--- config.mk ---
export PLATFORM = sky130hd
export DESIGN_NAME = ata_task_file_address
export DESIGN_NICKNAME = d
export VERILOG_FILES = /design/src/hdl/atfa_pkg.sv /design/src/hdl/ata_task_file_address.sv
export SDC_FILE = /design/constraint.sdc
export NUM_CORES = 2
export LEC_CHECK = 0
export BUFFER_PORTS_ARGS = -buffer_cell sky130_fd_sc_hd__buf_2
export CAP_MARGIN = 20
export CORE_MARGIN = 4
export CORE_UTILIZATION = 40
export DETAILED_ROUTE_END_ITERATION = 10
export SYNTH_ARGS = -nofsm -noshare
export SYNTH_HDL_FRONTEND = slang
export SYNTH_SLANG_ARGS = --single-unit
--- constraint.sdc ---
create_clock -name clk -period 34.8 [get_ports clk]
set_input_delay 6.96 -clock clk [delete_from_list [all_inputs] [get_ports clk]]
set_output_delay 6.96 -clock clk [all_outputs]
set_load 0.01 [all_outputs]
--- src/hdl/atfa_pkg.sv ---
`timescale 1ns / 1ps
// ----------------------------------------------------------------------------
// atfa_pkg
// shared types, constants and the radix-256 division step for the
// task-file address translator
// ----------------------------------------------------------------------------
package atfa_pkg;

    localparam int BLK_W     = 32;
    localparam int CNT_W     = 9;
    localparam int BYTE_W    = 8;
    localparam int DIGIT_W   = 8;
    localparam int DIV_STEPS = BLK_W / DIGIT_W;
    // input register plus two dividers of DIV_STEPS stages each
    localparam int NUM_PIPE  = 1 + 2 * DIV_STEPS;
    localparam int CFG_IDX_W = 2;

    // configuration register indexes
    localparam logic [CFG_IDX_W-1:0] CFG_LBA_MODE = 2'd0;
    localparam logic [CFG_IDX_W-1:0] CFG_HEADS    = 2'd1;
    localparam logic [CFG_IDX_W-1:0] CFG_SPT      = 2'd2;
    localparam logic [CFG_IDX_W-1:0] CFG_DRIVE    = 2'd3;

    localparam logic              LBA_MODE_RST = 1'b1;
    localparam logic [BYTE_W-1:0] HEADS_RST    = 8'd16;
    localparam logic [BYTE_W-1:0] SPT_RST      = 8'd63;
    localparam logic [BYTE_W-1:0] DRIVE_RST    = 8'hA0;
    localparam logic [BYTE_W-1:0] LBA_FLAG     = 8'h40;

    typedef struct packed {
        logic [BLK_W-1:0] block_number;
        logic [CNT_W-1:0] sector_count;
    } req_t;

    typedef struct packed {
        logic [BYTE_W-1:0] count_byte;
        logic [BYTE_W-1:0] sector_byte;
        logic [BYTE_W-1:0] cylinder_low;
        logic [BYTE_W-1:0] cylinder_high;
        logic [BYTE_W-1:0] drive_head_byte;
    } rsp_t;

    typedef struct packed {
        logic [BLK_W-1:0]  blk;
        logic [BYTE_W-1:0] cnt;
        logic [BYTE_W-1:0] sec;   // remainder of the first division
        logic [BYTE_W-1:0] rem;   // running remainder
        logic [BLK_W-1:0]  q1;    // block / spt
        logic [BLK_W-1:0]  q2;    // q1 / heads
    } stage_t;

    // eight restoring steps: shifts one dividend digit into the remainder
    // returns {remainder, quotient digit}
    function automatic logic [2*BYTE_W-1:0] div_step8(
        input logic [BYTE_W-1:0]  rem_in,
        input logic [DIGIT_W-1:0] digit,
        input logic [BYTE_W-1:0]  divisor
    );
        logic [BYTE_W:0]    trial;
        logic [BYTE_W-1:0]  rem;
        logic [DIGIT_W-1:0] quo;
        rem = rem_in;
        quo = '0;
        for (int i = DIGIT_W - 1; i >= 0; i--) begin
            trial = {rem, digit[i]};
            if (trial >= {1'b0, divisor}) begin
                trial  = trial - {1'b0, divisor};
                quo[i] = 1'b1;
            end
            rem = trial[BYTE_W-1:0];
        end
        return {rem, quo};
    endfunction

endpackage

--- src/hdl/ata_task_file_address.sv ---
`timescale 1ns / 1ps
// ----------------------------------------------------------------------------
// ata_task_file_address
// turns a block number and sector count into the five task-file bytes
// ----------------------------------------------------------------------------
// usage
//   req channel (req_valid / req_stall / req) carries one command beat:
//   block number and sector count. rsp channel (rsp_valid / rsp_stall / rsp)
//   returns the sector count, sector number, cylinder low/high and
//   drive/head bytes for that beat, in order, one result per command.
//   cfg_we / cfg_index / cfg_data write lba_mode, head_count,
//   sectors_per_track and drive_select; write them only while idle.
// pipeline and throughput
//   the input register loads on the edge that takes a beat; four radix-256
//   stages of block / spt, four of quotient / heads, and the output register
//   follow, and rsp_valid rises when the beat lands there. one beat per
//   cycle is taken while req_stall is low, each pipeline stage holding one
//   beat, so throughput is one command per clock while the output is not stalled.
// reset
//   rst_n clears all stage valid bits and loads lba mode, 16 heads,
//   63 sectors per track and drive select 0xa0.
// stall
//   a stalled result holds in the output register; upstream stages keep
//   filling any empty slots, and req_stall rises only once the pipe is full.
// ----------------------------------------------------------------------------
module ata_task_file_address
    import atfa_pkg::*;
(
    input  logic                 clk,
    input  logic                 rst_n,
    input  logic                 req_valid,
    output logic                 req_stall,
    input  req_t                 req,
    output logic                 rsp_valid,
    input  logic                 rsp_stall,
    output rsp_t                 rsp,
    input  logic                 cfg_we,
    input  logic [CFG_IDX_W-1:0] cfg_index,
    input  logic [BYTE_W-1:0]    cfg_data
);

    // configuration registers
    logic              lba_mode_reg;
    logic [BYTE_W-1:0] heads_reg;
    logic [BYTE_W-1:0] spt_reg;
    logic [BYTE_W-1:0] drive_reg;

    // zero geometry counts as one, so no divisor is ever zero
    logic [BYTE_W-1:0] heads_eff;
    logic [BYTE_W-1:0] spt_eff;

    // pipeline: stages 0..NUM_PIPE-1 hold work, stage NUM_PIPE is the output
    stage_t            pipe_reg  [NUM_PIPE];
    stage_t            pipe_next [NUM_PIPE];
    logic [NUM_PIPE:0] vld_reg;
    logic [NUM_PIPE:0] stage_adv;
    rsp_t              rsp_reg;
    rsp_t              rsp_next;

    always_ff @(posedge clk or negedge rst_n) begin
        if (!rst_n) begin
            lba_mode_reg <= LBA_MODE_RST;
            heads_reg    <= HEADS_RST;
            spt_reg      <= SPT_RST;
            drive_reg    <= DRIVE_RST;
        end
        else if (cfg_we) begin
            case (cfg_index)
                CFG_LBA_MODE: lba_mode_reg <= cfg_data[0];
                CFG_HEADS:    heads_reg    <= cfg_data;
                CFG_SPT:      spt_reg      <= cfg_data;
                CFG_DRIVE:    drive_reg    <= cfg_data;
                default:      ;
            endcase
        end
    end

    assign heads_eff = (heads_reg == '0) ? BYTE_W'(1) : heads_reg;
    assign spt_eff   = (spt_reg == '0) ? BYTE_W'(1) : spt_reg;

    // a stage moves when it is empty or the one after it moves
    always_comb begin
        stage_adv[NUM_PIPE] = !vld_reg[NUM_PIPE] || !rsp_stall;
        for (int k = NUM_PIPE - 1; k >= 0; k--) begin
            stage_adv[k] = !vld_reg[k] || stage_adv[k+1];
        end
    end

    assign req_stall = !stage_adv[0];

    // input register, remainder starts from zero
    always_comb begin
        pipe_next[0]     = '0;
        pipe_next[0].blk = req.block_number;
        pipe_next[0].cnt = req.sector_count[BYTE_W-1:0];
    end

    genvar k;
    generate
        for (k = 1; k < NUM_PIPE; k++) begin : g_stage
            logic [2*BYTE_W-1:0] step;
            if (k <= DIV_STEPS) begin : g_div_spt
                // block / spt, one digit of the block number per stage
                always_comb begin
                    step = div_step8(pipe_reg[k-1].rem,
                        pipe_reg[k-1].blk[BLK_W-1-DIGIT_W*(k-1) -: DIGIT_W],
                        spt_eff);
                    pipe_next[k]     = pipe_reg[k-1];
                    pipe_next[k].rem = step[2*BYTE_W-1:BYTE_W];
                    pipe_next[k].q1  = {pipe_reg[k-1].q1[BLK_W-DIGIT_W-1:0],
                                        step[DIGIT_W-1:0]};
                end
            end
            else begin : g_div_heads
                // (block / spt) / heads, fresh remainder on the first stage
                logic [BYTE_W-1:0] rem_in;
                always_comb begin
                    rem_in = (k == DIV_STEPS + 1) ? '0 : pipe_reg[k-1].rem;
                    step = div_step8(rem_in,
                        pipe_reg[k-1].q1[BLK_W-1-DIGIT_W*(k-1-DIV_STEPS) -: DIGIT_W],
                        heads_eff);
                    pipe_next[k]     = pipe_reg[k-1];
                    if (k == DIV_STEPS + 1) begin
                        pipe_next[k].sec = pipe_reg[k-1].rem;
                    end
                    pipe_next[k].rem = step[2*BYTE_W-1:BYTE_W];
                    pipe_next[k].q2  = {pipe_reg[k-1].q2[BLK_W-DIGIT_W-1:0],
                                        step[DIGIT_W-1:0]};
                end
            end
        end
    endgenerate

    // task-file bytes from the last work stage
    always_comb begin
        rsp_next.count_byte = pipe_reg[NUM_PIPE-1].cnt;
        if (lba_mode_reg) begin
            rsp_next.sector_byte     = pipe_reg[NUM_PIPE-1].blk[7:0];
            rsp_next.cylinder_low    = pipe_reg[NUM_PIPE-1].blk[15:8];
            rsp_next.cylinder_high   = pipe_reg[NUM_PIPE-1].blk[23:16];
            rsp_next.drive_head_byte = {4'b0000, pipe_reg[NUM_PIPE-1].blk[27:24]}
                                       | LBA_FLAG | drive_reg;
        end
        else begin
            // remainder is below spt, so the plus one stays in a byte
            rsp_next.sector_byte     = pipe_reg[NUM_PIPE-1].sec + BYTE_W'(1);
            rsp_next.cylinder_low    = pipe_reg[NUM_PIPE-1].q2[7:0];
            rsp_next.cylinder_high   = pipe_reg[NUM_PIPE-1].q2[15:8];
            rsp_next.drive_head_byte = pipe_reg[NUM_PIPE-1].rem | drive_reg;
        end
    end

    // valid bits
    always_ff @(posedge clk or negedge rst_n) begin
        if (!rst_n) begin
            vld_reg <= '0;
        end
        else begin
            if (stage_adv[0]) begin
                vld_reg[0] <= req_valid;
            end
            for (int i = 1; i <= NUM_PIPE; i++) begin
                if (stage_adv[i]) begin
                    vld_reg[i] <= vld_reg[i-1];
                end
            end
        end
    end

    // payload, loaded only when a beat moves in
    always_ff @(posedge clk) begin
        if (stage_adv[0] && req_valid) begin
            pipe_reg[0] <= pipe_next[0];
        end
        for (int i = 1; i < NUM_PIPE; i++) begin
            if (stage_adv[i] && vld_reg[i-1]) begin
                pipe_reg[i] <= pipe_next[i];
            end
        end
        if (stage_adv[NUM_PIPE] && vld_reg[NUM_PIPE-1]) begin
            rsp_reg <= rsp_next;
        end
    end

    assign rsp_valid = vld_reg[NUM_PIPE];
    assign rsp       = rsp_reg;

    // an accepted beat lands in the input register
    a_accept_load: assert property (@(posedge clk) disable iff (!rst_n)
        req_valid && !req_stall |=> vld_reg[0])
        else $error("accepted beat not captured");

    // an empty output register never pushes back upstream
    a_no_false_stall: assert property (@(posedge clk) disable iff (!rst_n)
        !rsp_valid |-> !req_stall)
        else $error("input stalled with empty output");

    // input only stalls when every stage holds a beat and the output is held
    a_stall_full: assert property (@(posedge clk) disable iff (!rst_n)
        req_stall |-> (&vld_reg) && rsp_stall)
        else $error("input stalled with a free stage");

    // a beat leaving the last work stage reaches the output
    a_last_moves: assert property (@(posedge clk) disable iff (!rst_n)
        vld_reg[NUM_PIPE-1] && stage_adv[NUM_PIPE] |=> rsp_valid)
        else $error("result lost at output register");

endmodule

==> results.toml <==
[run_status]
status = "finished clean"

[sta]
max-slew-margin-rel_pct = 26.72
rsz0062_at_grt = "no"
finalHoldViolations = 0
worst-slew-pin-transition_ps = 1085
fin_skew_ps = 51.17
setup_viol = 0
period_share_pct = 68.50
slew_violations = 0
tns_ps = 0
period_needed_ps = 23840
fmax_mhz = 41.95

[critical_path]
worstPathArrival_ps = 24220
cp_common_cell = "a21oi_1"
crit_fanout = 15
critPathTopFamily = "compound AO/OA/AOI/OAI gates"
worstSetupStartpointType = "flip-flop"
cpPeakStageDelay_ps = 690
crit_slowest_cell = "nor2_1"
crit_type = "reg -> reg"
crit_path_end_kind = "flip-flop"
cp_data_required_time_ps = 35190
cp_num_buf_inv = 8

[placement]
placed_cell_area_um2 = 50110
dp_hpwl_mm = 87.44
dp_cells = 6112
place.gp.congestion = 0.8900
io_buffer_count = 96

[clock_network]
htree_levels = 3
cts_sinks = 651
clk_latency_ps = 670
holdBufCountCts = 0
ctsResizeCount = 0
cts_tree = "yes"
cts_buffers = 75
clockBufferDepth = 3
cts_setup_buffers = 0
clk_pin_slew_ps = 60
root_buffer = "clkbuf_16"

[logic_synthesis]
ys_ff_latch = 651
syn_nets = 5116
syn_avg_cell_area_um2 = 10.58
synth-async-reset-ratio_pct = 5.376
synth-edff-count = 616
synthFlopType = "edfxtp_1"
syn_inst = 4497
synth_area_um2 = 47570
yosysSeqAreaShare_pct = 40.75
synth_warnings = 0
synth_cell_type_count = 102

[global_routing]
use_met3_pct = 3.192
grtUsageTotal_pct = 18.56
grt_use_met1_pct = 25.23
grt_overflow = 0
grt_pass1_wl_mm = 185.1
gr-max-usage-layer = "met2"
grt_pass1_vias = 33630
grt_max_degree = 69
grtUsageMet2_pct = 30.08
antenna_found_initial = 12

[floorplan]
die_x_um = 352.9
initial_core_util_pct = 40.29
io_pins = 98
fp.dieH_um = 352.9
rows = 126
die_area_um2 = 124500
core_um2 = 118100

[flow_run]
cap_violations = 0

[layout]
stdcell_area_um2 = 52610
drive_gt1_share_pct = 10.96
area_growth_pct = 10.58
largest_reg_flops = 576
final_common_cell = "edfxtp_1"
stdcell_count = 6245
mostFrequentLayoutCells = "616 x edfxtp_1, 501 x ha_1, 334 x inv_1"
layout.nets = 5273
fillers = 11010

[drt]
vias = 34440
wirelength_mm = 117.8
drtIter0Drc = 2111
ant_nets = 0
post_drt_wl_per_cell_um = 18.87
drtPass1Iterations = 5
post-route-drc-count = 0
avgViaCountPerCell = 5.515

[worst_hold_path]
min_path_type = "reg -> reg"
## metal layers
metal | up-vias | share of wire [%]
li1 | 17110 | -
met1 | 16380 | 46
met2 | 750 | 45
met3 | 201 | 5.5
met4 | 6 | 3.3
met5 | - | 0.032
## final cells by class
cell class | instances | area [um^2] | share of cell area (%)
antenna | 2 | 5.005 | 0.009514
multi-input combinational | 3436 | 26680 | 50.72
sequential | 651 | 19390 | 36.85
clock buffer | 86 | 1918 | 3.646
inverter | 348 | 1306 | 2.483
tap | 1536 | 1922 | 3.653
timing repair buffer | 142 | 825.8 | 1.570
clock inverter | 44 | 561.8 | 1.068
## worst reg2reg max path, delay by kind of cell, from the launching register on
family / cells / cell delay, ps
buffers and inverters: 8 / 1460
flip-flops: 1 / 400
AO/OA/AOI/OAI: 53 / 12540
adder cells (fa/ha/maj): 8 / 2420
multiplexers: 2 / 880
AND/OR/NAND/NOR: 24 / 5910
## final timing paths
kind	startpoint	end	slack [ps]	cells past startpoint
min in group asynchronous	rst_n	drive_reg[6]$_DFFE_PN0P_	6440	1
setup reg to reg	heads_reg[5]$_DFFE_PN0P_	pipe_reg[0][908]$_DFFE_PP_	10960	95
hold / removal	pipe_reg[0][400]$_DFFE_PP_	pipe_reg[0][528]$_DFFE_PP_	400	0
setup / recovery	heads_reg[5]$_DFFE_PN0P_	pipe_reg[0][908]$_DFFE_PP_	10960	95
hold reg to reg	pipe_reg[0][400]$_DFFE_PP_	pipe_reg[0][528]$_DFFE_PP_	400	0
max in group asynchronous	rst_n	heads_reg[1]$_DFFE_PN0P_	27670	1
## synth_stat cells, types with 10 or more instances
master	number	area share, %
edfxtp_1	616	39
ha_1	501	13
inv_1	335	2.6
o21ai_0	297	3.1
nand2_1	266	2.1
nor2_1	255	2.0
a21oi_1	242	2.5
xnor2_1	175	3.2
mux2_2	170	4.0
a21o_1	153	2.4
nor2b_1	138	1.8
xor2_1	119	2.2
mux2i_1	115	2.4
nand2b_1	100	1.3
nand3_1	96	1.0
o21a_1	65	1.0
fa_1	62	2.6
nor3_1	58	0.61
nand4_1	56	0.74
and2_1	40	0.53
clkbuf_1	39	0.31
a21boi_0	35	0.55
o211ai_1	33	0.52
o21bai_1	32	0.50
and3_1	31	0.41
a211oi_1	30	0.47
o221ai_1	28	0.52
a31oi_1	26	0.34
dfrtp_1	25	1.3
a221o_1	22	0.46
or2_2	20	0.26
o31ai_1	15	0.24
or3_1	15	0.20
nand3b_1	14	0.22
o31a_1	14	0.26
a211o_1	12	0.22
a221oi_1	12	0.22
buf_2	12	0.13
inv_2	12	0.095
nor4_1	12	0.16
dfstp_2	10	0.55
nor3b_1	10	0.16
## kinds of logic (layout without fill, tap and decap cells)
logic type      Yosys count  in the layout  share of synthesized area [%]
compound gates         1134           1134                          15.80
xor+xnor                294            294                          5.413
fa+ha+maj               563            563                          15.79
buf+inv                 410            620                          3.306
flops                   651            651                          40.75
mux                     286            286                          6.475
other cells               0              2                              0
simple gates           1159           1159                          12.47
## through the flow
stage / setup WS [ps] / utilization (%) / hold WS (ps)
2_1_floorplan: 14590 / - / 400.3
3_3_place_gp: 11340 / 42.44 / 400.4
3_5_place_dp: 11170 / 42.44 / 404.5
4_1_cts: 11140 / 44.54 / 402.1
5_1_grt: 9138 / 44.55 / 408.3
6_report: 10960 / 44.55 / 404.4
Power is left out: the tool's default activity adds up to more than one toggle a clock period on the data nets, which glitch-free logic cannot reach.
